===== src/hdl/cross_neighbour_sum_stencil_macros.svh =====
// Assertion macros shared by the stencil RTL.
`ifndef CROSS_NEIGHBOUR_SUM_STENCIL_MACROS_SVH
`define CROSS_NEIGHBOUR_SUM_STENCIL_MACROS_SVH

// Check that cond holds at every clock edge outside reset.
`define CNS_ASSERT(lbl, cond, msg) \
    lbl: assert property (@(posedge clk) disable iff (!rst_n) (cond)) else $error(msg);

// Check that cons holds in the cycle after ante.
`define CNS_ASSERT_NEXT(lbl, ante, cons, msg) \
    lbl: assert property (@(posedge clk) disable iff (!rst_n) (ante) |=> (cons)) \
        else $error(msg);

`endif


===== src/hdl/cns_pkg.sv =====
`default_nettype none
package cns_pkg;

    localparam int VALUE_W        = 16;
    localparam int SUM_W          = 18;
    localparam int M_TDATA_W      = 24;
    localparam int S_TDATA_W      = 16;
    localparam int CFG_INDEX_W    = 1;
    localparam int CFG_DATA_W     = 11;
    localparam int COLS_FIELD_W   = 6;
    localparam int ROWS_FIELD_W   = 11;
    localparam int COLS_RESET     = 3;
    localparam int ROWS_RESET     = 3;
    localparam int MAX_COLS_DFLT  = 32;
    localparam int MAX_ROWS_DFLT  = 1024;

    typedef enum logic [CFG_INDEX_W-1:0] {
        REG_COLS = 1'b0,
        REG_ROWS = 1'b1
    } cfg_reg_t;

    typedef logic signed [VALUE_W-1:0] value_t;
    typedef logic signed [SUM_W-1:0]   sum_t;

endpackage
`default_nettype wire


===== src/hdl/cross_neighbour_sum_stencil.sv =====
//  channel   dir  handshake               payload
//  s_*       in   s_tvalid / s_tready     s_tdata: value
//  m_*       out  m_tvalid / m_tready     m_tdata: sum, m_tlast: last
//  cfg_*     in   cfg_valid / cfg_ready   cfg_index, cfg_data
//
//  One element per cycle while s_tready is high; each element past the first
//  row yields one result from the row above, in the output register in the next cycle.
//  The final element of a matrix starts a flush pass over cols columns with s_tready low.
//  rst_n clears counters and the output valid at once; no clearing pass.
//  A low m_tready with a result waiting holds both cell chains.
//  A configuration write restarts the matrix and drops a pending result.
`default_nettype none
module cross_neighbour_sum_stencil
#(
    parameter int MAX_COLS = cns_pkg::MAX_COLS_DFLT,
    parameter int MAX_ROWS = cns_pkg::MAX_ROWS_DFLT
)
(
    input  wire logic                               clk,
    input  wire logic                               rst_n,
    input  wire logic                               s_tvalid,
    output logic                                    s_tready,
    input  wire logic [cns_pkg::S_TDATA_W-1:0]      s_tdata,   // [15:0] value
    output logic                                    m_tvalid,
    input  wire logic                               m_tready,
    output logic [cns_pkg::M_TDATA_W-1:0]           m_tdata,   // [17:0] sum, rest zero
    output logic                                    m_tlast,
    input  wire logic                               cfg_valid,
    output logic                                    cfg_ready,
    input  wire logic [cns_pkg::CFG_INDEX_W-1:0]    cfg_index,
    input  wire logic [cns_pkg::CFG_DATA_W-1:0]     cfg_data
);

    `include "cross_neighbour_sum_stencil_macros.svh"

    localparam int CW  = $clog2(MAX_COLS + 1);
    localparam int IW  = (MAX_COLS > 1) ? $clog2(MAX_COLS) : 1;
    localparam int RCW = $clog2(MAX_ROWS + 1);
    localparam int RW  = (MAX_ROWS > 1) ? $clog2(MAX_ROWS) : 1;
    localparam int COLS_INIT = (cns_pkg::COLS_RESET > MAX_COLS) ? MAX_COLS
                                                                : cns_pkg::COLS_RESET;
    localparam int ROWS_INIT = (cns_pkg::ROWS_RESET > MAX_ROWS) ? MAX_ROWS
                                                                : cns_pkg::ROWS_RESET;
    localparam int COLS_FIELD_W_L = cns_pkg::COLS_FIELD_W;
    localparam int ROWS_FIELD_W_L = cns_pkg::ROWS_FIELD_W;

    logic [CW-1:0]   cols_reg;
    logic [RCW-1:0]  rows_reg;
    logic [IW-1:0]   in_col_reg;
    logic [RW-1:0]   in_row_reg;
    logic            flush_reg;
    logic [IW-1:0]   fcol_reg;
    logic            out_valid_reg;
    logic            out_last_reg;
    cns_pkg::sum_t   out_sum_reg;
    cns_pkg::value_t west_reg;

    cns_pkg::sum_t   sum_next;
    logic [CW-1:0]   cols_next;
    logic [RCW-1:0]  rows_next;
    logic [COLS_FIELD_W_L-1:0] craw;
    logic [ROWS_FIELD_W_L-1:0] rraw;

    logic            cfg_accept;
    logic            out_free;
    logic            s_accept;
    logic            advance;
    logic            emit_now;
    logic            last_col;
    logic            last_row;
    logic            flush_end;
    logic [IW-1:0]   ocol;
    logic            north_ok;
    logic            west_ok;
    logic            east_ok;
    logic [IW-1:0]   inj_idx;
    cns_pkg::value_t south;
    cns_pkg::value_t a_head0;
    cns_pkg::value_t a_head1;
    cns_pkg::value_t b_head0;
    cns_pkg::value_t b_head1;

    assign cfg_ready  = 1'b1;
    assign cfg_accept = cfg_valid & cfg_ready;
    assign out_free   = ~out_valid_reg | m_tready;
    assign s_tready   = ~flush_reg & out_free;
    assign s_accept   = s_tvalid & s_tready;
    assign advance    = s_accept | (flush_reg & out_free);
    assign emit_now   = advance & (flush_reg | (in_row_reg != '0));
    assign south      = flush_reg ? cns_pkg::value_t'('0) : cns_pkg::value_t'(s_tdata);
    assign inj_idx    = IW'(cols_reg - CW'(1));

    assign last_col  = (CW'(in_col_reg) + CW'(1)) == cols_reg;
    assign last_row  = (RCW'(in_row_reg) + RCW'(1)) == rows_reg;
    assign flush_end = (CW'(fcol_reg) + CW'(1)) == cols_reg;

    assign ocol     = flush_reg ? fcol_reg : in_col_reg;
    assign north_ok = flush_reg ? (in_row_reg != '0) : (in_row_reg > RW'(1));
    assign west_ok  = ocol != '0;
    assign east_ok  = (CW'(ocol) + CW'(1)) < cols_reg;

    assign craw = cfg_data[COLS_FIELD_W_L-1:0];
    assign rraw = cfg_data[ROWS_FIELD_W_L-1:0];

    always_comb
    begin
        sum_next = cns_pkg::sum_t'(south);
        if (north_ok)
        begin
            sum_next = sum_next + cns_pkg::sum_t'(b_head0);
        end
        if (west_ok)
        begin
            sum_next = sum_next + cns_pkg::sum_t'(west_reg);
        end
        if (east_ok)
        begin
            sum_next = sum_next + cns_pkg::sum_t'(a_head1);
        end
    end

    always_comb
    begin
        if (craw == '0)
        begin
            cols_next = CW'(1);
        end
        else if (32'(craw) > MAX_COLS)
        begin
            cols_next = CW'(MAX_COLS);
        end
        else
        begin
            cols_next = CW'(craw);
        end
        if (rraw == '0)
        begin
            rows_next = RCW'(1);
        end
        else if (32'(rraw) > MAX_ROWS)
        begin
            rows_next = RCW'(MAX_ROWS);
        end
        else
        begin
            rows_next = RCW'(rraw);
        end
    end

    cns_chain #(.DEPTH(MAX_COLS)) u_row_a
    (
        .clk      (clk),
        .en       (advance),
        .inj_idx  (inj_idx),
        .shift_in (south),
        .head0    (a_head0),
        .head1    (a_head1)
    );

    cns_chain #(.DEPTH(MAX_COLS)) u_row_b
    (
        .clk      (clk),
        .en       (advance),
        .inj_idx  (inj_idx),
        .shift_in (a_head0),
        .head0    (b_head0),
        .head1    (b_head1)
    );

    always_ff @(posedge clk)
    begin
        if (advance)
        begin
            west_reg <= a_head0;
        end
        if (emit_now)
        begin
            out_sum_reg  <= sum_next;
            out_last_reg <= flush_reg & flush_end;
        end
    end

    always_ff @(posedge clk or negedge rst_n)
    begin
        if (!rst_n)
        begin
            cols_reg      <= CW'(COLS_INIT);
            rows_reg      <= RCW'(ROWS_INIT);
            in_col_reg    <= '0;
            in_row_reg    <= '0;
            flush_reg     <= 1'b0;
            fcol_reg      <= '0;
            out_valid_reg <= 1'b0;
        end
        else if (cfg_accept)
        begin
            unique case (cns_pkg::cfg_reg_t'(cfg_index))
                cns_pkg::REG_COLS: cols_reg <= cols_next;
                cns_pkg::REG_ROWS: rows_reg <= rows_next;
                default: ;
            endcase
            in_col_reg    <= '0;
            in_row_reg    <= '0;
            flush_reg     <= 1'b0;
            fcol_reg      <= '0;
            out_valid_reg <= 1'b0;
        end
        else
        begin
            if (emit_now)
            begin
                out_valid_reg <= 1'b1;
            end
            else if (m_tready)
            begin
                out_valid_reg <= 1'b0;
            end
            if (s_accept)
            begin
                if (!last_col)
                begin
                    in_col_reg <= in_col_reg + IW'(1);
                end
                else if (!last_row)
                begin
                    in_col_reg <= '0;
                    in_row_reg <= in_row_reg + RW'(1);
                end
                else
                begin
                    in_col_reg <= '0;
                    flush_reg  <= 1'b1;
                    fcol_reg   <= '0;
                end
            end
            else if (flush_reg && out_free)
            begin
                if (flush_end)
                begin
                    flush_reg  <= 1'b0;
                    in_row_reg <= '0;
                end
                else
                begin
                    fcol_reg <= fcol_reg + IW'(1);
                end
            end
        end
    end

    assign m_tvalid = out_valid_reg;
    assign m_tdata  = cns_pkg::M_TDATA_W'(unsigned'(out_sum_reg));
    assign m_tlast  = out_last_reg;

    `CNS_ASSERT(a_no_input_in_flush, !(flush_reg && s_tready), "input taken during flush")
    `CNS_ASSERT(a_col_in_range, CW'(in_col_reg) < cols_reg, "column counter out of range")
    `CNS_ASSERT(a_fcol_in_range, !flush_reg || (CW'(fcol_reg) < cols_reg), "flush column out of range")
    `CNS_ASSERT(a_hold_on_stall, !(out_valid_reg && !m_tready && advance), "chain moved while result stalled")
    `CNS_ASSERT_NEXT(a_last_ends_flush, advance && flush_reg && flush_end && !cfg_accept, !flush_reg && out_valid_reg && out_last_reg, "final result not marked")

endmodule
`default_nettype wire


===== src/hdl/cns_cell.sv =====
`default_nettype none
module cns_cell
(
    input  wire logic            clk,
    input  wire logic            en,
    input  wire logic            inject,
    input  wire cns_pkg::value_t shift_in,
    input  wire cns_pkg::value_t from_next,
    output cns_pkg::value_t      value
);

    cns_pkg::value_t value_reg;
    cns_pkg::value_t value_next;

    always_comb
    begin
        value_next = inject ? shift_in : from_next;
    end

    always_ff @(posedge clk)
    begin
        if (en)
        begin
            value_reg <= value_next;
        end
    end

    assign value = value_reg;

endmodule
`default_nettype wire


===== src/hdl/cns_chain.sv =====
`default_nettype none
module cns_chain
#(
    parameter int DEPTH = cns_pkg::MAX_COLS_DFLT,
    localparam int IW   = (DEPTH > 1) ? $clog2(DEPTH) : 1
)
(
    input  wire logic            clk,
    input  wire logic            en,
    input  wire logic [IW-1:0]   inj_idx,
    input  wire cns_pkg::value_t shift_in,
    output cns_pkg::value_t      head0,
    output cns_pkg::value_t      head1
);

    cns_pkg::value_t cell_q [DEPTH];

    for (genvar i = 0; i < DEPTH; i++)
    begin : g_cell
        cns_pkg::value_t nxt;
        if (i == DEPTH - 1)
        begin : g_end
            assign nxt = '0;
        end
        else
        begin : g_mid
            assign nxt = cell_q[i+1];
        end
        cns_cell u_cell
        (
            .clk       (clk),
            .en        (en),
            .inject    (inj_idx == IW'(i)),
            .shift_in  (shift_in),
            .from_next (nxt),
            .value     (cell_q[i])
        );
    end

    assign head0 = cell_q[0];

    if (DEPTH > 1)
    begin : g_head1
        assign head1 = cell_q[1];
    end
    else
    begin : g_nohead1
        assign head1 = '0;
    end

endmodule
`default_nettype wire

===== config.mk =====
export PLATFORM = sky130hd
export DESIGN_NAME = cross_neighbour_sum_stencil
export DESIGN_NICKNAME = d
export VERILOG_FILES = /design/src/hdl/cns_pkg.sv /design/src/hdl/cross_neighbour_sum_stencil.sv /design/src/hdl/cns_cell.sv /design/src/hdl/cns_chain.sv
export VERILOG_INCLUDE_DIRS = /design/src /design/src/hdl
export SDC_FILE = /design/constraint.sdc
export NUM_CORES = 2
export LEC_CHECK = 0
export BUFFER_PORTS_ARGS = -buffer_cell sky130_fd_sc_hd__buf_2
export CORE_MARGIN = 2
export CORE_UTILIZATION = 55
export DETAILED_ROUTE_END_ITERATION = 7
export PLACE_DENSITY = 0.77
export SLEW_MARGIN = 20
export SYNTH_ARGS = -nofsm -noshare
export SYNTH_HDL_FRONTEND = slang
export SYNTH_SLANG_ARGS = --single-unit

===== constraint.sdc =====
create_clock -name clk -period 94.3 [get_ports clk]
set_input_delay 14.145 -clock clk [delete_from_list [all_inputs] [get_ports clk]]
set_output_delay 14.145 -clock clk [all_outputs]
set_load 0.01 [all_outputs]

* After elaboration in Yosys (flattened, before gate mapping)
Index checks and enable logic that the tools add are counted.
** Word-level totals
- Latch bits :: 0
- Bits in registers :: 1098
- RAM bits :: 0
- Logic and storage cells :: 249
- Input bits :: 33
- Memories kept :: 0
- Memory bits (read-only) :: 0
- Output and inout bits :: 28
** Cells by class
- Bitwise logic cells :: 11
- Shifts and indexed selects :: 0
- Muxes and demuxes :: 96
- Div/mod/pow operators :: 0
- Multiply operators :: 0
- Reductions and logical operators :: 15
- $lt $le $gt $ge :: 4
- Equal/unequal tests :: 38
- Add/sub/neg operators :: 11
** Operators by type and width (count)
- two-way mux 16 bit :: 63
- equality test 5 bit, second input constant :: 16
- two-way mux 10 bit :: 6
- two-way mux 18 bit :: 3
- two-way mux 5 bit :: 10
- equality test 5 x 4 -> 1 bit, second input constant :: 8
- adder 18 x 16 -> 18 bit :: 2
- two-way mux 11 bit :: 2
- equality test 5 x 3 -> 1 bit, second input constant :: 4
- adder 5 x 1 -> 6 bit, second input constant :: 3
- adder 16 x 16 -> 17 bit :: 1
- equality test 6 bit :: 2
- two-way mux 6 bit :: 2
- AND reduction 4 bit :: 3
- adder 10 x 1 -> 11 bit, second input constant :: 1
- equality test 11 bit :: 1
- greater-than comparator 11 bit, second input constant :: 1
- logical NOT 11 bit :: 1
- adder 10 x 1 -> 10 bit, second input constant :: 1
- adder 5 x 1 -> 5 bit, second input constant :: 2
- equality test 5 x 2 -> 1 bit, second input constant :: 2
- greater-than comparator 10 x 1 -> 1 bit, second input constant :: 1
- two-way mux 1 bit :: 10
- nonzero test 10 bit :: 1
- other kinds (16) :: 29

* Logic depth before layout (Yosys ltp)
- Depth after elaboration :: 8
- Depth in mapped cells :: 36
- Mapped depth without buffers :: 32

* Hierarchy
Synthesis repeated with hierarchy kept, for this count alone.
** Second synthesis, totals
- Cells, all modules :: 3073
- Area, all modules :: 54148.2 um2
** By module, submodules not included
- cns_cell :: area each 729.4 um2, cells each 34, instances 64
- cross_neighbour_sum_stencil :: area each 7013.0 um2, cells each 801, instances 1
- cns_chain :: area each 225.2 um2, cells each 48, instances 2

* Worst setup path after synthesis
Ideal clock, no wire load.
- Path type :: input -> register
- Start :: input port s_tvalid
- End :: register out_last_reg (netlist: m_tlast) (enable)
- Required time :: 93.876 ns
- Library setup time :: 0.424 ns
- Data arrival time :: 65.856 ns
- Path buffers :: 0
- Cell stages on the path :: 4
- Setup slack :: 28.020 ns
- Cells stage by stage :: nor2_1 > nor2_1 > o21ai_0 > inv_1
** On the way
- Cells in the longest elaborated chain, start to end :: 3
** Ends and longest elaborated chain
- start, declared :: RTL line cross_neighbour_sum_stencil.sv:21 : input wire logic s_tvalid,
- AND 1 bit :: RTL line cross_neighbour_sum_stencil.sv:87 : assign s_accept = s_tvalid & s_tready;
- bitwise OR 1 bit :: RTL line cross_neighbour_sum_stencil.sv:88 : assign advance = s_accept | (flush_reg & out_free);
- net advance :: RTL line cross_neighbour_sum_stencil.sv:67 : logic advance;
- AND 1 bit :: RTL line cross_neighbour_sum_stencil.sv:89 : assign emit_now = advance & (flush_reg | (in_row_reg != '0));
- net emit_now :: RTL line cross_neighbour_sum_stencil.sv:68 : logic emit_now;
- end signal, assigned :: RTL line cross_neighbour_sum_stencil.sv:179 : out_last_reg <= flush_reg & flush_end;
- end, declared :: RTL line cross_neighbour_sum_stencil.sv:54 : logic out_last_reg;
The timed path passes the listed nets, and every way through them passes these cells.
A chain may end at the register's enable or synchronous reset.

* Worst setup path after layout
- Start :: input port m_tready
- End :: output port s_tready
** On the way
- Cells in the longest elaborated chain, start to end :: 2
** Ends and longest elaborated chain
- start, declared :: RTL line cross_neighbour_sum_stencil.sv:25 : input wire logic m_tready,
- bitwise OR 1 bit :: RTL line cross_neighbour_sum_stencil.sv:85 : assign out_free = ~out_valid_reg | m_tready;
- AND 1 bit :: RTL line cross_neighbour_sum_stencil.sv:86 : assign s_tready = ~flush_reg & out_free;
- end, declared :: RTL line cross_neighbour_sum_stencil.sv:22 : output logic s_tready,
No other way between the ends.

==> reports/metrics.cfg <==
[pwr]
total_power_mw = 1.14
p_per_area_nw_per_um2 = 21.2
p_leak_nw = 20.1
ir_drop_mv = 0.0185

[global_routing]
grt_max_degree = 182
overflow = 0
grt_pass1_wl_um = 142000
grt_pass1_vias = 27200
gr-usage-all-layers = 0.189
antenna_found_initial = 0

[synth]
synth.distinct_cells = 79
synthFlopType = edfxtp_1
yosys_warnings = 0
seq_area_frac_synth = 0.665
synth-edff-count = 1059
ys_seq_elements = 1098
syn_area_sq_um = 49300
syn_area_per_cell_sq_um = 13.2
synthArstFlopShare = 0.0355
synth_cells = 3726

[cells_and_area]
fin_util = 0.608
synthToLayoutAreaGrowth_pct = 9.26
final_area_sq_um = 53900
drive_above_1_share = 0.223
instances_no_fill = 4887
layout_commonest_cell = edfxtp_1
layout_common_cells = edfxtp_1 (1059), nand2_1 (576), o21ai_0 (567)
layout.nets = 3726

[placed_design]
place_ws_ns = 65.29
placed_cells_incl_taps = 4674
hpwl_um = 52500
finalWeightedCongestion = 0.861
detailed_place.area_sq_um = 50200
port_buffers = 53

[timing]
post-route-period-util = 0.307
min_period_ns = 28.99
finalSetupTns_ns = 0
clock.fmax_mhz = 34.5
maxSlewViolCount = 0
setup_viol = 0
hold_viol = 0
timing.final.ws_setup_ns = 65.31
rsz0062_at_grt = false
skew_ns = 0.0371
slew_headroom = 0.202
worst_pin_slew_ns = 1.20
hold_slack_ns = 0.487

[worst_setup_path]
path_buf_inv = 2
r2r_cells = 29
required_ns = 80.15
crit_cells = 4
startpoint_type = input port
cp_max_fo = 4
path_common_cell = buf_2
critPathKind = in2out
crit_path_cell_trace = buf_2 > nor2b_1 > nor2_1 > buf_2
crit_path_top_delay_cell = nor2b_1
slowest_delay_ns = 0.32
end_kind = output pin
cp_top_family = simple AND/OR/NAND/NOR gates
worst_ep_arrival_time_ns = 14.84

[clock_network]
cts_sinks = 1098
cts.clk_slew.worst_paths_ns = 0.06
htree_num_levels = 3
cts_hold_buffers = 0
clk_path_buf_depth = 3
cts_setup_buffers = 0
clk_latency_ns = 0.68
cts_tree = done
cts_buffers = 108
cts-root-buf = clkbuf_16
post_cts_resized = 0

[drt]
drt-pass1-iter-count = 5
antenna_left = 0
viasPerCell = 5.74
routed_wl_um = 87600
drt_iter0_markers = 2379
drc_errors = 0
post_drt_wl_per_cell_um = 17.9
vias = 28100

[status]
status = complete, no violations

[die]
die_height_um = 303
pin_count = 61
die_area_sq_um = 92100
core-area_sq_um = 88600
die_x_um = 303
start_util = 0.556
rows = 109

[min_path]
holdPathStages = 2
hp-class = reg2reg

[run]
drv_cap = 0

## path summary, 6_finish.rpt
| check | startpoint | end | slack (ns) |
|---|---|---|---|
| max | m_tready | s_tready | 65.31 |
| min | rows_reg[0] | rows_reg[0] | 0.49 |
| max reg2reg | flush_reg | out_sum_reg[16] | 86.28 |
| min reg2reg | rows_reg[0] | rows_reg[0] | 0.49 |
| max in group asynchronous | rst_n | in_col_reg[1] | 80.17 |
| min in group asynchronous | rst_n | rows_reg[8] | 13.58 |
## per-layer routing
layer	vias up	track usage	part of all wire
li1	13600	-	-
met1	13800	0.248	0.44
met2	543	0.326	0.50
met3	139	0.0287	0.042
met4	0	0.0600	0.023
met5	-	0	0
## cells in the mapped netlist (7+ instances only)
library cell / instances / area [sq um]
edfxtp_1: 1059 / 31800
nand2_1: 608 / 2280
o21ai_0: 567 / 2840
mux2_2: 517 / 5820
clkbuf_1: 294 / 1100
nor2_1: 80 / 300
ha_1: 59 / 738
a21oi_1: 57 / 285
xnor2_1: 51 / 447
inv_1: 42 / 158
dfrtp_1: 35 / 876
nor3_1: 33 / 165
xor2_1: 23 / 201
and3_1: 22 / 138
nand3_1: 22 / 110
a21o_1: 18 / 135
nand2b_1: 16 / 100
a211oi_1: 14 / 105
mux2i_1: 12 / 120
a31oi_1: 11 / 68.8
o31ai_1: 11 / 82.6
o211ai_1: 10 / 75.1
nand4_1: 9 / 56.3
nor2b_1: 9 / 56.3
o21a_1: 8 / 60.1
a22oi_1: 7 / 52.6
buf_2: 7 / 35.0
buf_4: 7 / 52.6
or3_1: 7 / 43.8
## cell type report
type,instances,area [sq um]
fill,6616,34800
antenna,1,2.50
multi-input combinational,2279,15300
tap,1165,1460
clock inverter,55,495
sequential,1098,32800
inverter,42,158
timing repair buffer,103,768
clock buffer,144,2940
## where the power goes
group          internal [mW]  leakage (nW)  switching [mW]
combinational         0.0533          7.49          0.0754
clock                  0.234          1.68           0.179
sequential             0.587          10.9          0.0147
total                  0.875          20.1           0.269
## tightest hold or removal path: stages (launching register included)
cell and delay [ns]:
dfstp_2 0.38, nand2_1 0.05, o31ai_1 0.06
## cells by family after synthesis
kind of cell	after synthesis	share of synthesized area
compound gates	762	0.0852
xor+xnor	74	0.0131
fa+ha+maj	62	0.0160
buf+inv	354	0.0280
flops	1098	0.665
mux	530	0.121
other cells	2	0.000152
simple gates	844	0.0720
No activity file was read; power rests on OpenSTA's default activity.
